===== config.mk =====
export PLATFORM = sky130hd
export DESIGN_NAME = uart_rx_tx_ring_buffers_flat
export DESIGN_NICKNAME = d
export VERILOG_FILES = /design/src/urb_pkg.sv /design/src/urb_interfaces.sv /design/src/uart_rx_tx_ring_buffers.sv /design/src/urb_ring_ram.sv /design/src/urb_ctrl.sv /design/src/flat_wrapper.sv
export SDC_FILE = /design/constraint.sdc
export NUM_CORES = 2
export LEC_CHECK = 0
export BUFFER_PORTS_ARGS = -buffer_cell sky130_fd_sc_hd__buf_2
export CORE_ASPECT_RATIO = 0.6
export CORE_MARGIN = 4
export CORE_UTILIZATION = 32
export CTS_CLUSTER_SIZE = 12
export DETAILED_ROUTE_END_ITERATION = 6
export PLACE_DENSITY = 0.48
export SYNTH_ARGS = -nofsm -noshare
export SYNTH_HDL_FRONTEND = slang
export SYNTH_HIERARCHICAL = 1
export SYNTH_SLANG_ARGS = --single-unit

===== constraint.sdc =====
create_clock -name clock -period 7.11 [get_ports clock]
set_input_delay 0.711 -clock clock [delete_from_list [all_inputs] [get_ports clock]]
set_output_delay 0.711 -clock clock [all_outputs]
set_load 0.02 [all_outputs]

===== src/urb_pkg.sv =====
`timescale 1ns / 1ps
`default_nettype none

package urb_pkg;

   // operation codes carried by a request transaction
   typedef enum logic [2:0] {
      OP_RX_BYTE    = 3'd0,
      OP_HOST_READ  = 3'd1,
      OP_WRITE_REQ  = 3'd2,
      OP_WRITE_DATA = 3'd3,
      OP_TX_READY   = 3'd4
   } op_type;

   localparam int OP_W   = 3;
   localparam int BYTE_W = 8;
   localparam int OCC_W  = 7;

   // outcome of one transaction, known before the store read completes
   typedef struct packed {
      logic             rx_popped;
      logic             rx_available;
      logic             rx_dropped;
      logic             write_accepted;
      logic             tx_valid;
      logic             tx_armed;
      logic [OCC_W-1:0] tx_occupied;
   } status_type;

endpackage

`default_nettype wire


===== src/urb_interfaces.sv =====
`timescale 1ns / 1ps
`default_nettype none

interface urb_req_if;
   logic       valid;
   logic       ready;
   logic [2:0] op;
   logic [7:0] data_byte;
   logic [7:0] write_length;

   modport source (output valid, output op, output data_byte, output write_length,
                   input ready);
   modport sink (input valid, input op, input data_byte, input write_length,
                 output ready);
endinterface

interface urb_rsp_if;
   logic       valid;
   logic       ready;
   logic [7:0] read_value;
   logic       rx_available;
   logic       rx_dropped;
   logic       write_accepted;
   logic       tx_valid;
   logic [7:0] tx_byte;
   logic       tx_armed;
   logic [6:0] tx_occupied;

   modport source (output valid, output read_value, output rx_available,
                   output rx_dropped, output write_accepted, output tx_valid,
                   output tx_byte, output tx_armed, output tx_occupied,
                   input ready);
   modport sink (input valid, input read_value, input rx_available,
                 input rx_dropped, input write_accepted, input tx_valid,
                 input tx_byte, input tx_armed, input tx_occupied,
                 output ready);
endinterface

`default_nettype wire


===== src/uart_rx_tx_ring_buffers.sv =====
`timescale 1ns / 1ps
`default_nettype none
// flow: a taken request transaction first enters the pending stage while its ring
//    store read is registered, then its result loads into the result register
// a new request transaction is not taken while one is pending, nor while the
//    result register holds a result that the sink has not yet taken
// reset: synchronous; ring indexes, arming, pending message length and the
//    handshake state clear at once, the ring stores are not cleared

module uart_rx_tx_ring_buffers #(
   parameter int RING_DEPTH = 128
) (
   input wire logic clock,
   input wire logic reset,
   urb_req_if.sink   req_bus,
   urb_rsp_if.source rsp_bus
);
   import urb_pkg::*;

   localparam int PTR_W = $clog2(RING_DEPTH);

   logic             accept;
   logic             pend_ff, pend_in;
   status_type       status;
   status_type       status_ff;
   logic             rsp_valid_ff, rsp_valid_in;
   logic [7:0]       read_value_ff, tx_byte_ff;
   status_type       rsp_status_ff;
   logic             rx_wr_en, rx_rd_en, tx_wr_en, tx_rd_en;
   logic [PTR_W-1:0] rx_wr_addr, rx_rd_addr, tx_wr_addr, tx_rd_addr;
   logic [7:0]       rx_wr_data, tx_wr_data, rx_rd_data, tx_rd_data;

   // one transaction in flight; result register must be free next cycle
   assign req_bus.ready = !pend_ff && (!rsp_valid_ff || rsp_bus.ready);
   assign accept        = req_bus.valid && req_bus.ready;

   urb_ctrl #(
      .RING_DEPTH (RING_DEPTH),
      .PTR_W      (PTR_W)
   ) u_ctrl (
      .clock        (clock),
      .reset        (reset),
      .start        (accept),
      .op           (req_bus.op),
      .data_byte    (req_bus.data_byte),
      .write_length (req_bus.write_length),
      .rx_wr_en     (rx_wr_en),
      .rx_wr_addr   (rx_wr_addr),
      .rx_wr_data   (rx_wr_data),
      .rx_rd_en     (rx_rd_en),
      .rx_rd_addr   (rx_rd_addr),
      .tx_wr_en     (tx_wr_en),
      .tx_wr_addr   (tx_wr_addr),
      .tx_wr_data   (tx_wr_data),
      .tx_rd_en     (tx_rd_en),
      .tx_rd_addr   (tx_rd_addr),
      .status       (status)
   );

   urb_ring_ram #(
      .DEPTH  (RING_DEPTH),
      .ADDR_W (PTR_W)
   ) u_rx_ram (
      .clock   (clock),
      .wr_en   (rx_wr_en),
      .wr_addr (rx_wr_addr),
      .wr_data (rx_wr_data),
      .rd_en   (rx_rd_en),
      .rd_addr (rx_rd_addr),
      .rd_data (rx_rd_data)
   );

   urb_ring_ram #(
      .DEPTH  (RING_DEPTH),
      .ADDR_W (PTR_W)
   ) u_tx_ram (
      .clock   (clock),
      .wr_en   (tx_wr_en),
      .wr_addr (tx_wr_addr),
      .wr_data (tx_wr_data),
      .rd_en   (tx_rd_en),
      .rd_addr (tx_rd_addr),
      .rd_data (tx_rd_data)
   );

   // pending stage waits for the store read
   assign pend_in = accept;

   always_ff @(posedge clock) begin
      if (reset) begin
         pend_ff <= 1'b0;
      end else begin
         pend_ff <= pend_in;
      end
   end

   always_ff @(posedge clock) begin
      if (accept) begin
         status_ff <= status;
      end
   end

   // result register
   assign rsp_valid_in = pend_ff || (rsp_valid_ff && !rsp_bus.ready);

   always_ff @(posedge clock) begin
      if (reset) begin
         rsp_valid_ff <= 1'b0;
      end else begin
         rsp_valid_ff <= rsp_valid_in;
      end
   end

   always_ff @(posedge clock) begin
      if (pend_ff) begin
         rsp_status_ff <= status_ff;
         read_value_ff <= status_ff.rx_popped ? rx_rd_data : '0;
         tx_byte_ff    <= status_ff.tx_valid ? tx_rd_data : '0;
      end
   end

   assign rsp_bus.valid          = rsp_valid_ff;
   assign rsp_bus.read_value     = read_value_ff;
   assign rsp_bus.rx_available   = rsp_status_ff.rx_available;
   assign rsp_bus.rx_dropped     = rsp_status_ff.rx_dropped;
   assign rsp_bus.write_accepted = rsp_status_ff.write_accepted;
   assign rsp_bus.tx_valid       = rsp_status_ff.tx_valid;
   assign rsp_bus.tx_byte        = tx_byte_ff;
   assign rsp_bus.tx_armed       = rsp_status_ff.tx_armed;
   assign rsp_bus.tx_occupied    = rsp_status_ff.tx_occupied;

   // a taken transaction always reaches the pending stage
   assert property (@(posedge clock) disable iff (reset) accept |=> pend_ff)
      else $error("accepted transaction not pending");

   // pending result always loads into the result register
   assert property (@(posedge clock) disable iff (reset) pend_ff |=> rsp_valid_ff)
      else $error("pending result lost");

   // the result register is never overwritten while a result waits
   assert property (@(posedge clock) disable iff (reset)
                    pend_ff |-> (!rsp_valid_ff || rsp_bus.ready))
      else $error("result register overwritten");

   // no new transaction while one is in flight
   assert property (@(posedge clock) disable iff (reset) pend_ff |-> !req_bus.ready)
      else $error("request taken while busy");

endmodule

`default_nettype wire


===== src/urb_ring_ram.sv =====
`timescale 1ns / 1ps
`default_nettype none

module urb_ring_ram #(
   parameter int DEPTH  = 128,
   parameter int ADDR_W = $clog2(DEPTH)
) (
   input  wire logic              clock,
   input  wire logic              wr_en,
   input  wire logic [ADDR_W-1:0] wr_addr,
   input  wire logic [7:0]        wr_data,
   input  wire logic              rd_en,
   input  wire logic [ADDR_W-1:0] rd_addr,
   output      logic [7:0]        rd_data
);
   import urb_pkg::*;

   logic [BYTE_W-1:0] store_ff [DEPTH];
   logic [BYTE_W-1:0] rd_data_ff;

   // single write port
   always_ff @(posedge clock) begin
      if (wr_en) begin
         store_ff[wr_addr] <= wr_data;
      end
   end

   // registered read port
   always_ff @(posedge clock) begin
      if (rd_en) begin
         rd_data_ff <= store_ff[rd_addr];
      end
   end

   assign rd_data = rd_data_ff;

endmodule

`default_nettype wire


===== src/urb_ctrl.sv =====
`timescale 1ns / 1ps
`default_nettype none

module urb_ctrl #(
   parameter int RING_DEPTH = 128,
   parameter int PTR_W      = $clog2(RING_DEPTH)
) (
   input  wire logic             clock,
   input  wire logic             reset,
   input  wire logic             start,
   input  wire logic [2:0]       op,
   input  wire logic [7:0]       data_byte,
   input  wire logic [7:0]       write_length,
   output      logic             rx_wr_en,
   output      logic [PTR_W-1:0] rx_wr_addr,
   output      logic [7:0]       rx_wr_data,
   output      logic             rx_rd_en,
   output      logic [PTR_W-1:0] rx_rd_addr,
   output      logic             tx_wr_en,
   output      logic [PTR_W-1:0] tx_wr_addr,
   output      logic [7:0]       tx_wr_data,
   output      logic             tx_rd_en,
   output      logic [PTR_W-1:0] tx_rd_addr,
   output      urb_pkg::status_type status
);
   import urb_pkg::*;

   localparam int EXT_W = (PTR_W + 1 > BYTE_W) ? PTR_W + 1 : BYTE_W;
   localparam logic [PTR_W-1:0] LAST_IDX  = PTR_W'(RING_DEPTH - 1);
   localparam logic [EXT_W-1:0] DEPTH_EXT = EXT_W'(RING_DEPTH);
   localparam logic [EXT_W-1:0] CAPACITY  = EXT_W'(RING_DEPTH - 1);

   logic [PTR_W-1:0]  rx_head_ff, rx_head_in, rx_tail_ff, rx_tail_in;
   logic [PTR_W-1:0]  tx_head_ff, tx_head_in, tx_tail_ff, tx_tail_in;
   logic              armed_ff, armed_in;
   logic [BYTE_W-1:0] remain_ff, remain_in;
   logic [PTR_W-1:0]  rx_head_inc, rx_tail_inc, tx_head_inc, tx_tail_inc;
   logic [EXT_W-1:0]  tx_count_now, tx_count_next, tx_free;
   logic              popped, dropped, accepted, tx_sent;

   // queued bytes between two indexes, wrapping at the ring depth
   function automatic logic [EXT_W-1:0] ring_count(input logic [PTR_W-1:0] head,
                                                   input logic [PTR_W-1:0] tail);
      logic [EXT_W-1:0] wrap;
      wrap = (head < tail) ? DEPTH_EXT : '0;
      return EXT_W'(head) + wrap - EXT_W'(tail);
   endfunction

   // index increments
   assign rx_head_inc = (rx_head_ff == LAST_IDX) ? '0 : rx_head_ff + 1'b1;
   assign rx_tail_inc = (rx_tail_ff == LAST_IDX) ? '0 : rx_tail_ff + 1'b1;
   assign tx_head_inc = (tx_head_ff == LAST_IDX) ? '0 : tx_head_ff + 1'b1;
   assign tx_tail_inc = (tx_tail_ff == LAST_IDX) ? '0 : tx_tail_ff + 1'b1;

   assign tx_count_now = ring_count(tx_head_ff, tx_tail_ff);
   assign tx_free      = CAPACITY - tx_count_now;

   // decode of one transaction
   always_comb begin
      rx_head_in = rx_head_ff;
      rx_tail_in = rx_tail_ff;
      tx_head_in = tx_head_ff;
      tx_tail_in = tx_tail_ff;
      armed_in   = armed_ff;
      remain_in  = remain_ff;
      popped     = 1'b0;
      dropped    = 1'b0;
      accepted   = 1'b0;
      tx_sent    = 1'b0;
      case (op_type'(op))
         OP_RX_BYTE: begin
            if (rx_head_inc != rx_tail_ff) begin
               rx_head_in = rx_head_inc;
            end else begin
               dropped = 1'b1;
            end
         end
         OP_HOST_READ: begin
            if (rx_head_ff != rx_tail_ff) begin
               popped     = 1'b1;
               rx_tail_in = rx_tail_inc;
            end
         end
         OP_WRITE_REQ: begin
            if (remain_ff == '0 && EXT_W'(write_length) <= tx_free) begin
               remain_in = write_length;
               armed_in  = 1'b1;
               accepted  = 1'b1;
            end
         end
         OP_WRITE_DATA: begin
            if (remain_ff != '0 && tx_head_inc != tx_tail_ff) begin
               tx_head_in = tx_head_inc;
               remain_in  = remain_ff - 1'b1;
            end
         end
         OP_TX_READY: begin
            if (armed_ff) begin
               if (tx_head_ff == tx_tail_ff) begin
                  armed_in = 1'b0;
               end else begin
                  tx_sent    = 1'b1;
                  tx_tail_in = tx_tail_inc;
               end
            end
         end
         default: begin
         end
      endcase
   end

   // store accesses issued with the transaction
   assign rx_wr_en   = start && (op_type'(op) == OP_RX_BYTE) && !dropped;
   assign rx_wr_addr = rx_head_ff;
   assign rx_wr_data = data_byte;
   assign rx_rd_en   = start && popped;
   assign rx_rd_addr = rx_tail_ff;
   assign tx_wr_en   = start && (tx_head_in != tx_head_ff);
   assign tx_wr_addr = tx_head_ff;
   assign tx_wr_data = data_byte;
   assign tx_rd_en   = start && tx_sent;
   assign tx_rd_addr = tx_tail_ff;

   // status after the transaction
   assign tx_count_next         = ring_count(tx_head_in, tx_tail_in);
   assign status.rx_popped      = popped;
   assign status.rx_available   = rx_head_in != rx_tail_in;
   assign status.rx_dropped     = dropped;
   assign status.write_accepted = accepted;
   assign status.tx_valid       = tx_sent;
   assign status.tx_armed       = armed_in;
   assign status.tx_occupied    = tx_count_next[OCC_W-1:0];

   // ring indexes and transmit bookkeeping
   always_ff @(posedge clock) begin
      if (reset) begin
         rx_head_ff <= '0;
         rx_tail_ff <= '0;
         tx_head_ff <= '0;
         tx_tail_ff <= '0;
         armed_ff   <= 1'b0;
         remain_ff  <= '0;
      end else if (start) begin
         rx_head_ff <= rx_head_in;
         rx_tail_ff <= rx_tail_in;
         tx_head_ff <= tx_head_in;
         tx_tail_ff <= tx_tail_in;
         armed_ff   <= armed_in;
         remain_ff  <= remain_in;
      end
   end

endmodule

`default_nettype wire


===== src/flat_wrapper.sv =====
// flat-port wrapper written by rule: the top's interface ports become plain ports
module uart_rx_tx_ring_buffers_flat import urb_pkg::*;
#(
   parameter int RING_DEPTH = 128
)
  (clock, reset, req_bus_valid, req_bus_op, req_bus_data_byte, req_bus_write_length, req_bus_ready, rsp_bus_valid, rsp_bus_read_value, rsp_bus_rx_available, rsp_bus_rx_dropped, rsp_bus_write_accepted, rsp_bus_tx_valid, rsp_bus_tx_byte, rsp_bus_tx_armed, rsp_bus_tx_occupied, rsp_bus_ready);
  urb_req_if req_bus_i ();
  urb_rsp_if rsp_bus_i ();
  input wire logic clock;
  input wire logic reset;
  input wire logic [$bits(req_bus_i.valid)-1:0] req_bus_valid;
  input wire logic [$bits(req_bus_i.op)-1:0] req_bus_op;
  input wire logic [$bits(req_bus_i.data_byte)-1:0] req_bus_data_byte;
  input wire logic [$bits(req_bus_i.write_length)-1:0] req_bus_write_length;
  output wire logic [$bits(req_bus_i.ready)-1:0] req_bus_ready;
  output wire logic [$bits(rsp_bus_i.valid)-1:0] rsp_bus_valid;
  output wire logic [$bits(rsp_bus_i.read_value)-1:0] rsp_bus_read_value;
  output wire logic [$bits(rsp_bus_i.rx_available)-1:0] rsp_bus_rx_available;
  output wire logic [$bits(rsp_bus_i.rx_dropped)-1:0] rsp_bus_rx_dropped;
  output wire logic [$bits(rsp_bus_i.write_accepted)-1:0] rsp_bus_write_accepted;
  output wire logic [$bits(rsp_bus_i.tx_valid)-1:0] rsp_bus_tx_valid;
  output wire logic [$bits(rsp_bus_i.tx_byte)-1:0] rsp_bus_tx_byte;
  output wire logic [$bits(rsp_bus_i.tx_armed)-1:0] rsp_bus_tx_armed;
  output wire logic [$bits(rsp_bus_i.tx_occupied)-1:0] rsp_bus_tx_occupied;
  input wire logic [$bits(rsp_bus_i.ready)-1:0] rsp_bus_ready;
  assign req_bus_i.valid = req_bus_valid;
  assign req_bus_i.op = req_bus_op;
  assign req_bus_i.data_byte = req_bus_data_byte;
  assign req_bus_i.write_length = req_bus_write_length;
  assign req_bus_ready = req_bus_i.ready;
  assign rsp_bus_valid = rsp_bus_i.valid;
  assign rsp_bus_read_value = rsp_bus_i.read_value;
  assign rsp_bus_rx_available = rsp_bus_i.rx_available;
  assign rsp_bus_rx_dropped = rsp_bus_i.rx_dropped;
  assign rsp_bus_write_accepted = rsp_bus_i.write_accepted;
  assign rsp_bus_tx_valid = rsp_bus_i.tx_valid;
  assign rsp_bus_tx_byte = rsp_bus_i.tx_byte;
  assign rsp_bus_tx_armed = rsp_bus_i.tx_armed;
  assign rsp_bus_tx_occupied = rsp_bus_i.tx_occupied;
  assign rsp_bus_i.ready = rsp_bus_ready;
  uart_rx_tx_ring_buffers #(.RING_DEPTH(RING_DEPTH)) u_core (.clock(clock), .reset(reset), .req_bus(req_bus_i), .rsp_bus(rsp_bus_i));
endmodule

# After elaboration in Yosys (flattened, before gate mapping)
# Memories as Yosys holds them, arrays and structs flattened. A register that Yosys moved wholly into a read port is not among the register bits.
# Cells that the tools add are included.
# Widths: inputs -> output; s select.
# totals
ff_bits	80
mem_bits_rw	2048
input_bits	23
out_inout_bits	30
wordCells	105
n_memories	2
# classes
addsub	10
order_cmp	2
eq_ne	16
muxes	31
n_reduce_logical	21
# memory_table
name	words	width	read_ports	rd_clocked_by_memory_dff	wr	line	rtl
u_core.u_rx_ram.store_ff	128	8	1	1	1	urb_ring_ram.sv:18	logic [BYTE_W-1:0] store_ff [DEPTH];
u_core.u_tx_ram.store_ff	128	8	1	1	1	urb_ring_ram.sv:18	
# ops
operator	n
$mux 7	13
$ne 7x7->1	5
$add 7x1->7 const B	4
$eq 7x7->1 const B	4
$mux 8	3
$pmux 8 s2	1
$mux 1	13
$logic_and 1x1->1	10
$add 7x8->8	1
$le 8x8->1	1
$logic_not 8->1	1
$reduce_bool 8->1	1
$sub 7x8->8 const A	1
$sub 8x1->8 const B	1
$sub 8x7->8	1
$add 7x7->7 const B	1
$eq 7x7->1	1
$lt 7x7->1	1
$sub 7x7->7	1
$eq 3x2->1 const B	2
$logic_not 1->1	4
$ne 2x2->1 const B	2
$reduce_and 4->1	1
$eq 3x1->1 const B	1
other kinds (5)	6

# Logic depth before layout (Yosys ltp)
# depth
word_depth	10
ltp_mapped	20
mapped_depth_nobuf	19

# Cells and area by module
# The synthesis kept the hierarchy.
# modules_own_cells
mod	instances	cells_per_inst	area_per_inst_um2	seq_area_each_um2
urb_ring_ram	2	1635	39745.6	30989.7
urb_ctrl	1	546	4062.6	740.7
uart_rx_tx_ring_buffers	1	64	1421.4	1271.2

# Worst setup path before layout
# OpenSTA, ideal clock, no wires.
# synth_path
kind	register to register
from	reg u_core.u_ctrl.tx_head_ff[4] (netlist: u_core/u_ctrl/tx_wr_addr[4])
to	reg u_core/status_ff[6] in the netlist's numbering, data pin
setup_time_ps	260
t_arrival_ps	3795
t_required_ps	6850
path_slack_ps	3055
stages_incl_launch_ff	17
path_buffers	2
synth_period_minus_slack_ps	4055
cell_sequence	dfxtp_1 -> nand3_1 -> or3_1 -> a21o_1 -> a2111o_1 -> o31a_1 -> buf_2 -> clkbuf_1 -> mux2_1 -> fa_1 -> a21oi_1 -> nor2_1 -> nor2_1 -> o21bai_1 -> a21oi_1 -> xnor2_1 -> xnor2_1
# synth_rtl
item	line	rtl
start, declared	urb_ctrl.sv:34	logic [PTR_W-1:0] tx_head_ff, tx_head_in, tx_tail_ff, tx_tail_in;
start signal, assigned	urb_ctrl.sv:146	tx_head_ff <= tx_head_in;
end signal, assigned	uart_rx_tx_ring_buffers.sv:99	status_ff <= status;
end, declared	uart_rx_tx_ring_buffers.sv:25	status_type status_ff;

# Worst setup path in the final report
# layout_path
from	reg u_core.u_ctrl.rx_head_ff[1] (netlist: u_core/u_ctrl/rx_wr_addr[1])
to	mem u_core.u_rx_ram.store_ff[66][7] (enable)
# layout_between
elab_chain_len	9
elab_cells_between_ends	10
cone_classes	1 x add/sub; 2 x eq/ne; 5 x mux; 2 x reduce/logical
# layout_lines
item	line	rtl
start, declared	urb_ctrl.sv:33	logic [PTR_W-1:0] rx_head_ff, rx_head_in, rx_tail_ff, rx_tail_in;
start signal, assigned	urb_ctrl.sv:144	rx_head_ff <= rx_head_in;
$add 7x1->7 or $eq 7x7->1 (tied branches)	urb_ctrl.sv:50	assign rx_head_inc = (rx_head_ff == LAST_IDX) ? '0 : rx_head_ff + 1'b1;
$mux 7 *	urb_ctrl.sv:50	
$ne 7x7->1 *	urb_ctrl.sv:72	if (rx_head_inc != rx_tail_ff) begin
$mux 1 *	urb_ctrl.sv:72	
$mux 1 *	urb_ctrl.sv:70	case (op_type'(op))
$logic_not 1->1 *	urb_ctrl.sv:113	assign rx_wr_en = start && (op_type'(op) == OP_RX_BYTE) && !dropped;
$logic_and 1x1->1 *	urb_ctrl.sv:113	
named net u_core.rx_wr_en	uart_rx_tx_ring_buffers.sv:29	logic rx_wr_en, rx_rd_en, tx_wr_en, tx_rd_en;
$mux 1 *	urb_ring_ram.sv:23	if (wr_en) begin
$mux 1 (implied by the code) *	urb_ring_ram.sv:24	store_ff[wr_addr] <= wr_data;
end, declared	urb_ring_ram.sv:18	
# The timed path passes the listed nets; every way through them passes the cells marked *.

==> run_results.csv <==
group,metric,value,unit
floorplan,core-area,0.264,mm^2
global_routing,grt_pass1_wl,317000,um
clock_network,h-tree-depth,4,
place,dp_hpwl,138000,um
min_path,hp-class,"input port to flop",
pwr,peakVddDrop,0.000198,V
route,drc_errors,0,
floorplan,num_io_pins,53,
pwr,p_leak,27.8,nW
clock_network,cts.sinks,2144,
floorplan,fp-row-count,146,
synth,synth.top_cell.area_share,74.4,%
route,antenna_left,0,
layout,fin_nets,4065,
pwr,internal_power,0.0197,W
clock_network,post_cts_buffers,0,
layout,syn_to_final_growth,12.3,%
sta,finalHoldViolCount,0,
sta,rsz0062_at_grt,"false",
floorplan,start_util,32.2,%
sta,fin_skew,67.0,ps
worst_setup_path,end_kind,"flop",
sta,slew_headroom,15.9,%
global_routing,grt_start_max_net_pins,185,
synth,ys_seq_elements,2144,
clock_network,cts-resized-gates,0,
synth,syn_nets,3942,
clock_network,cts_buffer_depth,4,
job,drv_cap,0,
pwr,seqPwrFrac,56.5,%
worst_setup_path,r2r_end,"u_core/u_rx_ram/store_ff[66][7]$_DFFE_PP_",
pwr,p_sw_share,20.1,%
synth,synth_edf_count,2105,
worst_setup_path,cp-endpoint,"u_core/u_rx_ram/store_ff[66][7]$_DFFE_PP_",
global_routing,met2_usage,20.6,%
sta,worst_pin_slew,1250,ps
global_routing,antenna_found_initial,31,
sta,finalCriticalPeriod,5430,ps
global_routing,gr-usage-met1,26.7,%
min_path,hp-start,"req_bus_valid",
worst_setup_path,crit_path_start,"u_core/u_ctrl/rx_wr_addr[1]$_SDFFE_PP0P_",
floorplan,die-area,0.274,mm^2
clock_network,cts_tree,"done",
clock_network,cts_root_buffer,"clkbuf_16",
sta,layout_setup_ws,1680,ps
route,wl_per_cell,29.4,um
synth,async_reset_ff_share,0,%
worst_setup_path,path_max_fanout,17,
worst_setup_path,path_class,"flop to flop",
worst_setup_path,cp_data_required_time,7560,ps
layout,final_layout_size_suffix_gt1_share,26.6,%
synth,syn_avg_cell_area,21.9,um^2
global_routing,grt_use_total,16.1,%
pwr,p_sw,0.00495,W
synth,ys_warn_count,6,
sta,layout_worst_path_cycle_share,76.4,%
worst_setup_path,worst_r2r_path_depth,11,
worst_setup_path,ff2ff_setup_slack,1680,ps
global_routing,grt_use_met3,4.73,%
synth,synthFlopType,"edfxtp_1",
clock_network,clkTransAtPathRegs,60,ps
route,drt-pass1-iter-count,7,
synth,yosys-top-cells-count,"edfxtp_1, mux4_2, nor2_1",
synth,yosysSeqAreaShare,75.3,%
place,place_ws,1880,ps
place,gp_congestion,0.875,
global_routing,grt_pass1_vias,39800,
sta,setup_viol,0,
worst_setup_path,arrival,5870,ps
worst_setup_path,worstReg2RegStart,"u_core/u_ctrl/rx_wr_addr[1]$_SDFFE_PP0P_",
outcome,outcome,"complete, no violations",
clock_network,cts_buffers,215,
route,vias_per_cell,5.31,
place,portBuffers,52,
floorplan,chipWidth,673,um
sta,slew_viol_final,0,
synth,synth_cell_type_count,72,
pwr,pwr-share-clk,41.7,%
layout,post-route-util,36.2,%
route,vias,40700,
synth,syn-cell-area,0.0850,mm^2
global_routing,grt-ovfl-total,0,
synth,yosysMostFrequentCell,"edfxtp_1",
route,dr.first_iter.drc_count,5183,
sta,tns,0,ps
floorplan,die_height,407,um
clock_network,postCtsHoldBufs,0,
pwr,pwr-share-comb,1.9,%
synth,yosys-top-cells-area,"edfxtp_1, mux4_2, nor2_1, dfxtp_1, ha_1",
clock_network,clk_latency,860,ps
pwr,power.density,258,mW/mm^2
synth,synth_top_area_cell,"edfxtp_1",
global_routing,busiest_layer,"met1",
route,routed_wirelength,226000,um
sta,clock.fmax,184,MHz
worst_setup_path,worstSetupStartpointType,"flop",
synth,synth_cells,3880,
-- worst min path at each step --
stage,end,slack [ps],depth (start not counted)
after CTS,u_core/pend_ff$_SDFF_PP0_,110,2
final,u_core/pend_ff$_SDFF_PP0_,180,2
after floorplan,u_core/rsp_bus.rx_available$_DFFE_PP_,400,0
after global placement,u_core/u_ctrl/remain_ff[0]$_SDFFE_PP0P_,460,1
after detailed placement,u_core/u_ctrl/remain_ff[0]$_SDFFE_PP0P_,480,1
after global routing,u_core/pend_ff$_SDFF_PP0_,140,2
-- layer usage --
layer | share of wire [%] | wire [um]
met1 | 49 | 111000
met2 | 39 | 88500
met3 | 9.7 | 21900
met4 | 1.6 | 3650
met5 | 0.087 | 197
-- per-stage QoR --
step           hold slack, ps  total power, W  std cells  cell area [um^2]
2_1_floorplan             400          0.0144       3880             85000
3_3_place_gp              464          0.0147       7338             89400
3_5_place_dp              481          0.0147       7338             89400
4_1_cts                   110          0.0250       7654             95400
5_1_grt                   135          0.0255       7657             95400
6_report                  179          0.0246       7664             95500
-- registers in the layout, indices dropped and copies added (netlist names), 7 cells and up --
register,count
u_core/u_tx_ram/store_ff,1024
u_core/u_ctrl/tx_rd_addr,7
u_core/u_ctrl/rx_rd_addr,7
u_core/rsp_bus.tx_byte,8
u_core/rsp_bus.tx_occupied,7
u_core/u_rx_ram/store_ff,1024
u_core/u_tx_ram/rd_data,8
u_core/rsp_bus.read_value,8
u_core/u_ctrl/remain_ff,8
u_core/status_ff,13
u_core/u_rx_ram/rd_data,8
u_core/u_ctrl/tx_wr_addr,7
u_core/u_ctrl/rx_wr_addr,7
-- cells by family after synthesis --
family	Yosys count	synth area share (%)
flip-flops	2144	75.3
AND/OR/NAND/NOR	546	2.86
multiplexers	701	18.2
AO/OA/AOI/OAI	140	1.11
XOR/XNOR	48	0.504
buffers and inverters	262	1.43
adder cells (fa/ha/maj)	39	0.601
-- power by group through the flow --
| stage | registers (W) | clock network, W | logic [W] |
|---|---|---|---|
| 2_1_floorplan | 0.0142 | 0 | 0.000247 |
| 3_3_place_gp | 0.0142 | 0 | 0.000468 |
| 3_5_place_dp | 0.0142 | 0 | 0.000479 |
| 4_1_cts | 0.0139 | 0.0106 | 0.000477 |
| 5_1_grt | 0.0139 | 0.0111 | 0.000507 |
| 6_report | 0.0139 | 0.0103 | 0.000464 |
-- worst max-delay path, cell delays in order, from the launching register on --
cell and delay, ps:
dfxtp_1 650, ha_1 400, and2_1 240, nand3_1 160
and3_1 270, o32a_1 390, a31oi_1 510, nand2_1 270
inv_2 320, nor2b_1 320, nand2_2 560, nor2_1 920
-- final cells by class --
type	count	area [um^2]
Antenna cell	10	25.0
Clock buffer	281	5750
Clock inverter	35	239
Fill cell	24000	169000
Inverter	37	139
Multi-Input combinational cell	1474	19800
Sequential cell	2144	64000
Tap cell	3552	4440
Timing Repair Buffer	131	1030
-- cells in the final DEF (no fill, tap or decap), drive strengths merged, types with 7 or more instances in the layout --
cell and n:
nand2 74, diode 10, o31ai 7, nor2b 23, xor2 15, nand3 52, inv 39, a21oi 39
o21ai 29, ha 36, mux2 20, and2 21, nand2b 8, xnor2 33, nor3 31, or3 7
dfxtp 39, and3 10, nor2 293, mux4 672, nand4 10, clkbuf 281, clkinv 28, buf 131
mux2i 9, edfxtp 2105
Power figures use the tool's default switching activity.
